==> config.mk <==
export PLATFORM = sky130hd
export DESIGN_NAME = spr_ctrl
export DESIGN_NICKNAME = d
export VERILOG_FILES = /design/src/hdl/spr_pkg.sv /design/src/hdl/spr_ctrl.sv
export SDC_FILE = /design/constraint.sdc
export NUM_CORES = 1
export LEC_CHECK = 0
export ABC_AREA = 1
export BUFFER_PORTS_ARGS = -buffer_cell sky130_fd_sc_hd__buf_2
export CORE_ASPECT_RATIO = 0.7
export CORE_MARGIN = 1.5
export CORE_UTILIZATION = 53
export DETAILED_ROUTE_END_ITERATION = 6
export PLACE_DENSITY = 0.79
export SYNTH_ARGS = -nofsm -noshare
export SYNTH_HDL_FRONTEND = slang
export SYNTH_SLANG_ARGS = --single-unit
==> constraint.sdc <==
create_clock -name clk -period 2 [get_ports clk]
set_input_delay 0 -clock clk [delete_from_list [all_inputs] [get_ports clk]]
set_output_delay 0 -clock clk [all_outputs]
set_load 0.01 [all_outputs]
==> src/hdl/spr_pkg.sv <==
package spr_pkg;

  localparam int SLOT_ENTRY_BYTES = 8;
  localparam logic [15:0] GEN_MAX = 16'hFFFF;

  typedef enum logic [1:0] {
    MODE_INSERT = 2'd0,
    MODE_UPDATE = 2'd1,
    MODE_ERASE  = 2'd2,
    MODE_READ   = 2'd3
  } mode_t;

  typedef enum logic [2:0] {
    ST_OK        = 3'd0,
    ST_TOO_LARGE = 3'd1,
    ST_FULL      = 3'd2,
    ST_NOT_FOUND = 3'd3,
    ST_BEYOND    = 3'd4
  } status_t;

  // which stores the copy engine moves between
  typedef enum logic [1:0] {
    CP_SNAP  = 2'd0,
    CP_MOVE  = 2'd1,
    CP_STAGE = 2'd2
  } cp_sel_t;

  typedef struct packed {
    logic [1:0]  mode;
    logic [8:0]  slot;
    logic [7:0]  data_byte;
    logic [11:0] byte_index;
    logic        last;
  } in_item_t;

  typedef struct packed {
    logic [2:0]  status;
    logic [8:0]  slot_out;
    logic [7:0]  read_byte;
    logic [11:0] record_length;
    logic [15:0] slot_gen;
  } out_item_t;

  typedef struct packed {
    logic acc;
    logic eval;
    logic rd_byte;
    logic ins_chk;
    logic scan_chk;
    logic ins_dec;
    logic cp_init;
    logic cp_run;
    logic walk_chk;
    logic walk_wr;
    logic cp_end;
    logic alloc;
    logic dir_wr;
    logic emit;
  } ctrl_cmd_t;

  typedef struct packed {
    logic ev_emit;
    logic ev_read;
    logic ev_compact;
    logic too_large;
    logic dir_empty;
    logic scan_hit;
    logic scan_last;
    logic dec_full;
    logic dec_compact;
    logic walk_brk;
    logic walk_move;
    logic cp_done;
    logic out_free;
  } dp_stat_t;

endpackage

==> src/hdl/spr_ctrl.sv <==
module spr_ctrl
  import spr_pkg::*;
(
  input  logic       clk,
  input  logic       rst_n,
  input  logic       in_valid,
  input  logic [1:0] in_mode,
  input  logic       in_last,
  output logic       in_stall,
  input  dp_stat_t   stat,
  output ctrl_cmd_t  cmd
);

  typedef enum logic [17:0] {
    S_IDLE     = 18'h00001,
    S_EVAL     = 18'h00002,
    S_RD_BYTE  = 18'h00004,
    S_INS_CHK  = 18'h00008,
    S_SCAN_RD  = 18'h00010,
    S_SCAN_CHK = 18'h00020,
    S_INS_DEC  = 18'h00040,
    S_CP_INIT  = 18'h00080,
    S_SNAP     = 18'h00100,
    S_WALK_RD  = 18'h00200,
    S_WALK_CHK = 18'h00400,
    S_MOVE     = 18'h00800,
    S_WALK_WR  = 18'h01000,
    S_CP_END   = 18'h02000,
    S_ALLOC    = 18'h04000,
    S_COMMIT   = 18'h08000,
    S_DIR_WR   = 18'h10000,
    S_EMIT     = 18'h20000
  } state_t;

  state_t state_r, state_nxt;

  always_comb begin
    state_nxt = state_r;
    unique case (state_r)
      S_IDLE: begin
        if (in_valid) begin
          if (in_mode == MODE_INSERT || in_mode == MODE_UPDATE) begin
            if (in_last) begin
              state_nxt = (in_mode == MODE_INSERT) ? S_INS_CHK : S_EVAL;
            end
          end else begin
            state_nxt = S_EVAL;
          end
        end
      end
      S_EVAL: begin
        if (stat.ev_emit) state_nxt = S_EMIT;
        else if (stat.ev_read) state_nxt = S_RD_BYTE;
        else if (stat.ev_compact) state_nxt = S_CP_INIT;
        else state_nxt = S_ALLOC;
      end
      S_RD_BYTE: state_nxt = S_EMIT;
      S_INS_CHK: begin
        if (stat.too_large) state_nxt = S_EMIT;
        else if (stat.dir_empty) state_nxt = S_INS_DEC;
        else state_nxt = S_SCAN_RD;
      end
      S_SCAN_RD: state_nxt = S_SCAN_CHK;
      S_SCAN_CHK: begin
        if (stat.scan_hit || stat.scan_last) state_nxt = S_INS_DEC;
        else state_nxt = S_SCAN_RD;
      end
      S_INS_DEC: begin
        if (stat.dec_full) state_nxt = S_EMIT;
        else if (stat.dec_compact) state_nxt = S_CP_INIT;
        else state_nxt = S_ALLOC;
      end
      S_CP_INIT: state_nxt = S_SNAP;
      S_SNAP: begin
        if (stat.cp_done) state_nxt = stat.dir_empty ? S_CP_END : S_WALK_RD;
      end
      S_WALK_RD: state_nxt = S_WALK_CHK;
      S_WALK_CHK: begin
        if (stat.walk_brk) state_nxt = S_CP_END;
        else if (stat.walk_move) state_nxt = S_MOVE;
        else if (stat.scan_last) state_nxt = S_CP_END;
        else state_nxt = S_WALK_RD;
      end
      S_MOVE: begin
        if (stat.cp_done) state_nxt = S_WALK_WR;
      end
      S_WALK_WR: state_nxt = stat.scan_last ? S_CP_END : S_WALK_RD;
      S_CP_END: state_nxt = S_ALLOC;
      S_ALLOC: state_nxt = S_COMMIT;
      S_COMMIT: begin
        if (stat.cp_done) state_nxt = S_DIR_WR;
      end
      S_DIR_WR: state_nxt = S_EMIT;
      S_EMIT: begin
        if (stat.out_free) state_nxt = S_IDLE;
      end
      default: state_nxt = S_IDLE;
    endcase
  end

  always_ff @(posedge clk) begin
    if (!rst_n) begin
      state_r <= S_IDLE;
    end else begin
      state_r <= state_nxt;
    end
  end

  assign in_stall = (state_r != S_IDLE);

  always_comb begin
    cmd          = '0;
    cmd.acc      = (state_r == S_IDLE) && in_valid;
    cmd.eval     = (state_r == S_EVAL);
    cmd.rd_byte  = (state_r == S_RD_BYTE);
    cmd.ins_chk  = (state_r == S_INS_CHK);
    cmd.scan_chk = (state_r == S_SCAN_CHK);
    cmd.ins_dec  = (state_r == S_INS_DEC);
    cmd.cp_init  = (state_r == S_CP_INIT);
    cmd.cp_run   = (state_r == S_SNAP) || (state_r == S_MOVE) || (state_r == S_COMMIT);
    cmd.walk_chk = (state_r == S_WALK_CHK);
    cmd.walk_wr  = (state_r == S_WALK_WR);
    cmd.cp_end   = (state_r == S_CP_END);
    cmd.alloc    = (state_r == S_ALLOC);
    cmd.dir_wr   = (state_r == S_DIR_WR);
    cmd.emit     = (state_r == S_EMIT) && stat.out_free;
  end

endmodule

==> impl_metrics.yaml, run 1 <==
layout:
  largest_reg_flops: 18
  max_flop_register: "state_r"
  final_util_pct: 66.5
  antenna_cells: 0
  final_area_um2: 1670
  layout-drive-gt1-share_pct: 24.2
  fillers: 246
  fin_nets: 289
  syn_to_final_growth_pct: 16.8
  instances_no_fill: 303
  top_regs: "state_r (18)"
power_and_ir_drop:
  seq_power_share_pct: 26.6
  power_per_cell_area_nw_per_um2: 1020
  switchingPower_uw: 831
  pwr-share-clk_pct: 17.6
  power_switching_share_pct: 48.8
  power_leakage_nw: 1.02
  pwr-share-comb_pct: 55.8
  total_power_mw: 1.70
  ir_worst_vdd_mv: 0.938
  p_int_uw: 871
global_route:
  antenna_found_initial: 0
  grt.total_usage_pct: 25.1
  grt_max_degree: 16
  grt_overflow: 0
  grt_pass1_wl_mm: 5.58
  grt_pass1_vias: 1223
timing:
  fin_crit_ns: 1.83
  worst_slack_ns: 0.172
  fin_tns_setup_ns: 0
  fmax_ghz: 0.547
  final_hold_viol_count: 0
  tightest_slew_ns: 0.440
  report.final.slew_viol_count: 0
  fin_crit_sh_pct: 91.4
  max_slew_margin_pct: 70.6
  rsz0062_at_grt: "false"
  fin_skew_ns: 0.00125
  finalSetupViolCount: 0
  fin_hold_ws_ns: 0.0122
placed_design:
  place_hpwl_mm: 2.71
  dpl.cell_count: 297
  gp_congestion: 0.935
  port_buffers: 33
  dpl-instance-area_um2: 1600
  dp_slack_ns: 0.241
clock_network:
  path_clk_slew_ns: 0.07
  cts.sinks: 18
  clkLatencyLatePin_ns: 0.25
  cts_buffers: 3
  cts_tree: "yes"
  h-tree-depth: 1
  cts_resized: 0
  clk_path_buf_depth: 2
  cts-root-buf: "clkbuf_8"
  post_cts_buffers: 0
yosys:
  synth_area_per_cell_um2: 6.12
  netlist.area_leader.share_pct: 25.2
  syn_area_um2: 1430
  synthTopCellsByArea: "dfxtp_1 25%, inv_1 13%, nor2_1 12%"
  yosys_warnings: 0
  syn_nets: 253
  synth_cells: 234
  yosys.area.top_type: "dfxtp_1"
  synth_cell_types: 29
  ys_seq_area_share_pct: 25.2
  ys_ff_latch: 18
drt:
  finalWirelength_mm: 3.41
  route.vias.total: 1487
  post_drt_wl_per_cell_um: 11.2
  drt-vias-per-instance: 4.91
  ant_nets: 0
  drt_iter0_drc: 104
  remaining_drc_errors: 0
  dr.pass1.iters: 4
die:
  start_util_pct: 57.0
  rows: 15
  die_x_um: 65.1
  design.core.area_um2: 2510
  die_h_um: 46.5
  pin_count: 34
  die-area_um2: 3030
setup_path:
  cp.arrival_ns: 2.02
  reg2reg_to: "state_r[15]"
  worstRegToRegCells: 9
  path_cells: "nor2_1, nand2_1, nor2_4, nand3_1, nand3_2, nand2_1, nand2_2, o21ai_0, nor2_1"
  critical_path.slowest_cell: "dfxtp_1"
  r2r_setup_slack_ns: 0.17
  crit_type: "reg2reg"
  crit_fanout: 13
  endpoint_kind: "flop"
  r2r-start: "state_r[6]"
  cp.required_ns: 2.20
  cp-start-kind: "flop"
  critPathMaxStageDelay_ns: 0.32
job:
  max-cap-violations: 0
min_path:
  worstHoldPathCells: 4
  hold_path_end: "state_r[3]"
  min_from: "in_mode[1]"
  hold_class: "in2reg"
run_status:
  status: "complete, no violations"
[cell usage in the layout (no fill, tap or decap), types with 6 or more instances in the layout]
| master | count |
|---|---|
| buf_2 | 33 |
| dfxtp_1 | 18 |
| inv_1 | 51 |
| nand2_1 | 38 |
| nand3_1 | 20 |
| nand4_1 | 8 |
| nor2_1 | 44 |
| nor2_2 | 6 |
| o21ai_0 | 7 |
[cell families after synthesis]
group	after synthesis	synth area share (%)
and+or+nand+nor	142	50.3
DFF	18	25.2
buffers and inverters	56	16.6
AOI/OAI and AO/OA	18	7.95
[worst max-delay path: cells and delay by family (launching register included)]
| kind | cells | cell delay (ns) |
|---|---|---|
| compound gates | 1 | 0.12 |
| simple gates | 8 | 1.33 |
| flops | 1 | 0.32 |
[power by group through the flow]
stage	clock, mW	combinational [mW]	sequential, mW
finish	0.300	0.949	0.453
global route	0.328	1.05	0.459
CTS	0.305	0.943	0.452
detailed placement	0	0.936	0.460
global placement	0	0.933	0.457
floorplan	0	0.817	0.453
[synthesized netlist by cell type (all sizes together)]
cell,instances
nor2,54
inv,52
nand2,44
nand3,26
dfxtp,18
o21ai,12
nand4,8
a21oi,4
buf,4
nor3,4
nand3b,3
or2,2
nor4,1
o211ai,1
o31ai,1
[what timing repair did]
action,in CTS,in global routing
setup endpoints to repair,0,0
hold buffers,2,0
hold endpoints to repair,2,0
[final cells by class]
| class | count | area, um2 | area share [%] |
|---|---|---|---|
| clock buffers | 4 | 55.1 | 3.29 |
| repair buffers | 35 | 185 | 11.1 |
| inverters | 52 | 195 | 11.7 |
| flip-flops and latches | 18 | 360 | 21.5 |
| multi-input cells | 160 | 835 | 49.9 |
| well taps | 34 | 42.5 | 2.54 |
[worst max path at each step]
| stage | end | startpoint | slack (ns) |
|---|---|---|---|
| floorplan | state_r[13] | state_r[0] | 0.58 |
| global placement | state_r[15] | state_r[6] | 0.27 |
| detailed placement | state_r[15] | state_r[0] | 0.24 |
| CTS | state_r[15] | state_r[0] | 0.21 |
| global route | state_r[15] | state_r[0] | 0.03 |
| finish | state_r[15] | state_r[6] | 0.17 |
[per-layer routing]
layer	GRT usage (%)	share of wire (%)
met1	36.1	51
met2	36.5	41
met3	5.62	6.4
met4	10.0	2.0
met5	0	0
Power figures use the tool's default switching activity.
==> inputs of run 2 (changes only) <==
--- a/config.mk
+++ b/config.mk
@@ -7,11 +7,13 @@
 export LEC_CHECK = 0
 export ABC_AREA = 1
 export BUFFER_PORTS_ARGS = -buffer_cell sky130_fd_sc_hd__buf_2
+export CELL_PAD_IN_SITES_DETAIL_PLACEMENT = 0
+export CELL_PAD_IN_SITES_GLOBAL_PLACEMENT = 1
 export CORE_ASPECT_RATIO = 0.7
 export CORE_MARGIN = 1.5
-export CORE_UTILIZATION = 53
+export CORE_UTILIZATION = 36
 export DETAILED_ROUTE_END_ITERATION = 6
-export PLACE_DENSITY = 0.79
+export PLACE_DENSITY_LB_ADDON = 0.1
 export SYNTH_ARGS = -nofsm -noshare
 export SYNTH_HDL_FRONTEND = slang
 export SYNTH_SLANG_ARGS = --single-unit
==> run 2 against run 1 <==
Routed wire length grew 5.6%. Critical path depth did not move. Worst hold slack about the same. Critical endpoint is now state_r[8].
==> impl_metrics.yaml, run 2 (same netlist as run 1, synthesis figures left out) <==
setup_path:
  cp_common_cell: "nand2_2"
  reg2reg_to: "state_r[8]"
  critical_path.slowest_cell: "dfxtp_1"
  cp_num_buf_inv: 0
  path_cells: "nor2_2, nand2_2, nor2_4, nand3_1, nand3_2, nand2_1, nand2_2, o21ai_0, nor2_1"
  r2r_setup_slack_ns: 0.26
  crit_fanout: 13
  cp.required_ns: 2.20
  cp.arrival_ns: 1.94
  endpoint_kind: "flop"
  cp_top_family: "simple AND/OR/NAND/NOR gates"
  cp-start-kind: "flop"
  crit_type: "reg2reg"
  critPathMaxStageDelay_ns: 0.35
  r2r-start: "state_r[3]"
  worstRegToRegCells: 9
clock_network:
  cts_tree: "yes"
  cts_buffers: 3
  h-tree-depth: 1
  cts_resized: 0
  clk_path_buf_depth: 2
  path_clk_slew_ns: 0.07
  cts-root-buf: "clkbuf_8"
  cts.sinks: 18
  clkLatencyLatePin_ns: 0.26
drt:
  drt_iter0_drc: 77
  finalWirelength_mm: 3.59
  post_drt_wl_per_cell_um: 11.3
  route.vias.total: 1463
  remaining_drc_errors: 0
  drt-vias-per-instance: 4.59
  dr.pass1.iters: 4
  ant_nets: 0
timing:
  max_slew_margin_pct: 71.2
  fmax_ghz: 0.575
  fin_tns_setup_ns: 0
  final_hold_viol_count: 0
  rsz0062_at_grt: "false"
  fin_skew_ns: 0.00226
  worst_slack_ns: 0.262
  fin_crit_ns: 1.74
  report.final.slew_viol_count: 0
  fin_crit_sh_pct: 86.9
  tightest_slew_ns: 0.431
  finalSetupViolCount: 0
layout:
  ff_latch_area_um2: 360
  fillers: 415
  final_cell_mix: "51 x inv_1, 44 x nor2_1, 38 x nand2_1"
  top_regs: "state_r (18)"
  final_util_pct: 46.1
  max_flop_register: "state_r"
  antenna_cells: 0
  final_common_cell: "inv_1"
  instances_no_fill: 319
  final_area_um2: 1690
  multi_input_area_um2: 835
  layout-drive-gt1-share_pct: 24.2
  largest_reg_flops: 18
  syn_to_final_growth_pct: 18.2
  fin_nets: 289
placed_design:
  place_hpwl_mm: 2.97
  dpl-instance-area_um2: 1620
  port_buffers: 33
  gp_congestion: 0.860
  dpl.cell_count: 313
  dp_slack_ns: 0.261
global_route:
  grt_max_degree: 16
  grt_pass1_wl_mm: 6.07
  grt_pass1_vias: 1265
  grt.total_usage_pct: 18.0
  antenna_found_initial: 0
  grt_overflow: 0
die:
  die_x_um: 78.4
  start_util_pct: 39.0
  design.core.area_um2: 3670
  die_h_um: 55.8
  pin_count: 34
  rows: 18
  die-area_um2: 4370
min_path:
  min_from: "in_mode[1]"
  worstHoldPathCells: 4
  hold_path_end: "state_r[3]"
  hold_class: "in2reg"
run_status:
  status: "complete, no violations"
power_and_ir_drop:
  power_per_cell_area_nw_per_um2: 1010
  power_leakage_nw: 1.02
  ir_worst_vdd_mv: 0.638
job:
  max-cap-violations: 0
==> run 2: cell counts in the layout (fill, tap and decap cells not counted) <==
Identical to the previous run, type by type.
==> run 2: stage by stage <==
stage,hold slack (ns),total power [mW]
2_1_floorplan,0.0774,1.27
3_3_place_gp,0.246,1.42
3_5_place_dp,0.241,1.41
4_1_cts,0.00995,1.72
5_1_grt,0.0297,1.86
6_report,0.0121,1.71
==> run 2: what timing repair did <==
| action | CTS | global route |
|---|---|---|
| hold endpoints to repair | 2 | 0 |
| hold buffers | 2 | 0 |
| setup buffers | 0 | 0 |
==> run 2: area by class of cell <==
class,count,share of cell area [%]
clock buffer,4,3.25
inverter,52,11.5
multi-input combinational,160,49.3
sequential,18,21.3
tap,50,3.70
timing repair buffer,35,10.9
==> run 2: power breakdown <==
group / switching (mW) / leakage [nW] / total (mW) / internal [mW]
Combinational: 0.668 / 0.850 / 0.957 / 0.289
Sequential: 0.0452 / 0.146 / 0.452 / 0.407
Clock: 0.129 / 0.0288 / 0.304 / 0.175
Total: 0.842 / 1.02 / 1.71 / 0.871
==> run 2: per-layer routing <==
| metal | GRT usage (%) | up-vias | routed length, um |
|---|---|---|---|
| met4 | 2.30 | 0 | 18 |
| met5 | 0 | - | 0 |
| met2 | 26.0 | 30 | 1430 |
| met3 | 4.59 | 4 | 168 |
| met1 | 27.3 | 630 | 1980 |
| li1 | - | 799 | - |
==> run 2: worst register-to-register path, delay by kind of cell, from the launching register on <==
kind	cells	cell delay (ns)
compound gates	1	0.11
flops	1	0.35
simple gates	8	1.21
==> run 2: worst max path at each step <==
stage	from	end	slack, ns	depth (start not counted)
floorplan	state_r[0]	state_r[13]	0.58	10
global placement	state_r[6]	state_r[8]	0.23	9
detailed placement	state_r[0]	state_r[8]	0.26	9
CTS	state_r[3]	state_r[8]	0.23	9
global route	state_r[6]	state_r[8]	0.02	9
finish	state_r[3]	state_r[8]	0.26	9
==> inputs of run 3 (changes only) <==
==> constraint.sdc (replaced) <==
create_clock -name clk -period 1.66 [get_ports clk]
set_input_delay 0 -clock clk [delete_from_list [all_inputs] [get_ports clk]]
set_output_delay 0 -clock clk [all_outputs]
set_load 0.01 [all_outputs]
==> run 3 against run 2 <==
Global-route usage rose by 0.52 points. Clock skew rose by 0.0022 ns. Via count rose by 9.4%. First-iteration DRC count fell by 9.1%. Sequential share of layout area fell by 3.4 points. Critical endpoint is now state_r[0]. Largest power group unchanged. Sequential power rose by 22%. Count of clock-buffer cells in the layout did not move. Highest routed layer unchanged. Cell area rose by 20%. Non-clock buffer count rose by 25. Register-to-register slack got worse by 0.21 ns. Worst hold slack got worse by 0.0052 ns.
==> impl_metrics.yaml, run 3 (same netlist as run 1, synthesis figures left out) <==
run_status:
  status: "complete, no violations"
placed_design:
  dpl-instance-area_um2: 1720
  gp_congestion: 0.825
  port_buffers: 33
  place_hpwl_mm: 3.08
  dpl.cell_count: 326
drt:
  drt_iter0_drc: 70
  dr.pass1.iters: 4
  ant_nets: 0
  drt-vias-per-instance: 4.64
  remaining_drc_errors: 0
  finalWirelength_mm: 4.18
  post_drt_wl_per_cell_um: 12.1
  route.vias.total: 1600
setup_path:
  reg2reg_to: "state_r[0]"
  r2r_setup_slack_ns: 0.05
  worstRegToRegCells: 11
  cp.arrival_ns: 1.76
  cp.required_ns: 1.82
  crit_type: "reg2reg"
  endpoint: "state_r[0]"
  crit_path_start: "state_r[16]"
  r2r-start: "state_r[16]"
  endpoint_kind: "flop"
  cp-start-kind: "flop"
  crit_fanout: 6
power_and_ir_drop:
  ir_worst_vdd_mv: 0.800
  pwr-share-clk_pct: 13.7
  p_int_mw: 1.43
  seq_power_share_pct: 20.6
  pwr-share-comb_pct: 65.7
  power_switching_share_pct: 46.6
  switchingPower_mw: 1.25
  power_per_cell_area_nw_per_um2: 1320
  power_leakage_nw: 1.18
timing:
  fin_crit_ns: 1.61
  report.final.slew_viol_count: 0
  tightest_slew_ns: 0.270
  finalSetupViolCount: 0
  fin_skew_ns: 0.00447
  fmax_ghz: 0.622
  final_hold_viol_count: 0
  fin_crit_sh_pct: 96.8
  max_slew_margin_pct: 81.8
  rsz0062_at_grt: "true"
global_route:
  grt_pass1_wl_mm: 6.44
  grt_overflow: 0
  grt_pass1_vias: 1403
  antenna_found_initial: 0
  grt_max_degree: 16
  grt.total_usage_pct: 18.5
layout:
  largest_reg_flops: 18
  antenna_cells: 0
  layout-drive-gt1-share_pct: 38.3
  final_area_um2: 2020
  final_cell_mix: "49 x inv_1, 36 x nand2_1, 35 x nor2_1"
  final_common_cell: "inv_1"
  top_regs: "state_r (18)"
  syn_to_final_growth_pct: 41.3
  fin_nets: 315
  final_util_pct: 55.1
  instances_no_fill: 345
  max_flop_register: "state_r"
die:
  die_h_um: 55.8
  design.core.area_um2: 3670
  start_util_pct: 39.0
  die-area_um2: 4370
  die_x_um: 78.4
  pin_count: 34
  rows: 18
clock_network:
  cts.sinks: 18
  clk_path_buf_depth: 2
  path_clk_slew_ns: 0.07
  cts-root-buf: "clkbuf_8"
  clkLatencyLatePin_ns: 0.26
  h-tree-depth: 1
  cts_tree: "yes"
  cts_buffers: 3
min_path:
  hold_class: "in2reg"
job:
  max-cap-violations: 0
run 3: worst min path at each step:
| stage | startpoint | end | slack [ns] | depth (start not counted) |
|---|---|---|---|---|
| 2_1_floorplan | stat[12] | state_r[2] | 0.08 | 1 |
| 4_1_cts | in_mode[0] | state_r[3] | 0.01 | 4 |
| 5_1_grt | in_mode[0] | state_r[3] | 0.03 | 4 |
| 3_3_place_gp | stat[12] | state_r[2] | 0.25 | 2 |
| 6_report | in_mode[0] | state_r[3] | 0.007 | 4 |
| 3_5_place_dp | stat[12] | state_r[2] | 0.25 | 2 |
run 3: repair_timing:
action | in CTS | in global routing
endpoints found under the hold margin | 1 | 0
resized for setup | 0 | 33
setup buffers | 0 | 13
hold buffers | 1 | 0
endpoints found under the setup margin | 0 | 27
run 3: layer usage:
| layer | track usage (%) | share of wire (%) | up-vias |
|---|---|---|---|
| li1 | - | - | 845 |
| met1 | 27.8 | 52 | 710 |
| met2 | 27.6 | 42 | 43 |
| met3 | 4.43 | 5.2 | 2 |
| met4 | 1.53 | 0.24 | 0 |
| met5 | 0 | 0 | - |
run 3: per-stage QoR:
step	setup WS [ns]	TNS [ns]	power [mW]	hold WS [ns]
floorplan	0.244	0	1.53	0.0774
global placement	0.00832	0	1.85	0.252
CTS	0.00668	0	2.20	0.0141
detailed placement	0.0152	0	1.83	0.248
global route	-0.0572	-0.379	2.88	0.0269
finish	0.0529	0	2.68	0.00685
run 3: power by group through the flow:
| stage | registers [mW] | clock network [mW] | logic (mW) |
|---|---|---|---|
| 2_1_floorplan | 0.545 | 0 | 0.984 |
| 3_3_place_gp | 0.548 | 0 | 1.30 |
| 3_5_place_dp | 0.549 | 0 | 1.28 |
| 4_1_cts | 0.539 | 0.369 | 1.29 |
| 5_1_grt | 0.560 | 0.384 | 1.94 |
| 6_report | 0.551 | 0.367 | 1.76 |
run 3: final cells by class:
| class | count | area [um2] |
|---|---|---|
| well taps | 50 | 62.6 |
| multi-input cells | 161 | 955 |
| repair buffers | 60 | 390 |
| clock buffers | 4 | 55.1 |
| inverters | 52 | 199 |
| flip-flops and latches | 18 | 363 |
| fillers | 369 | 1650 |
run 3: worst max-delay path: stages (launching register included):
cell and delay, ns:
dfxtp_1 0.36, nor2_4 0.22, buf_4 0.16, nand2_1 0.08, nor2_2 0.17, nand3_2 0.13, nand2_1 0.11, nor2_1 0.05
nand2_1 0.06, nor2_1 0.05, nand2_1 0.06, nand2_1 0.05
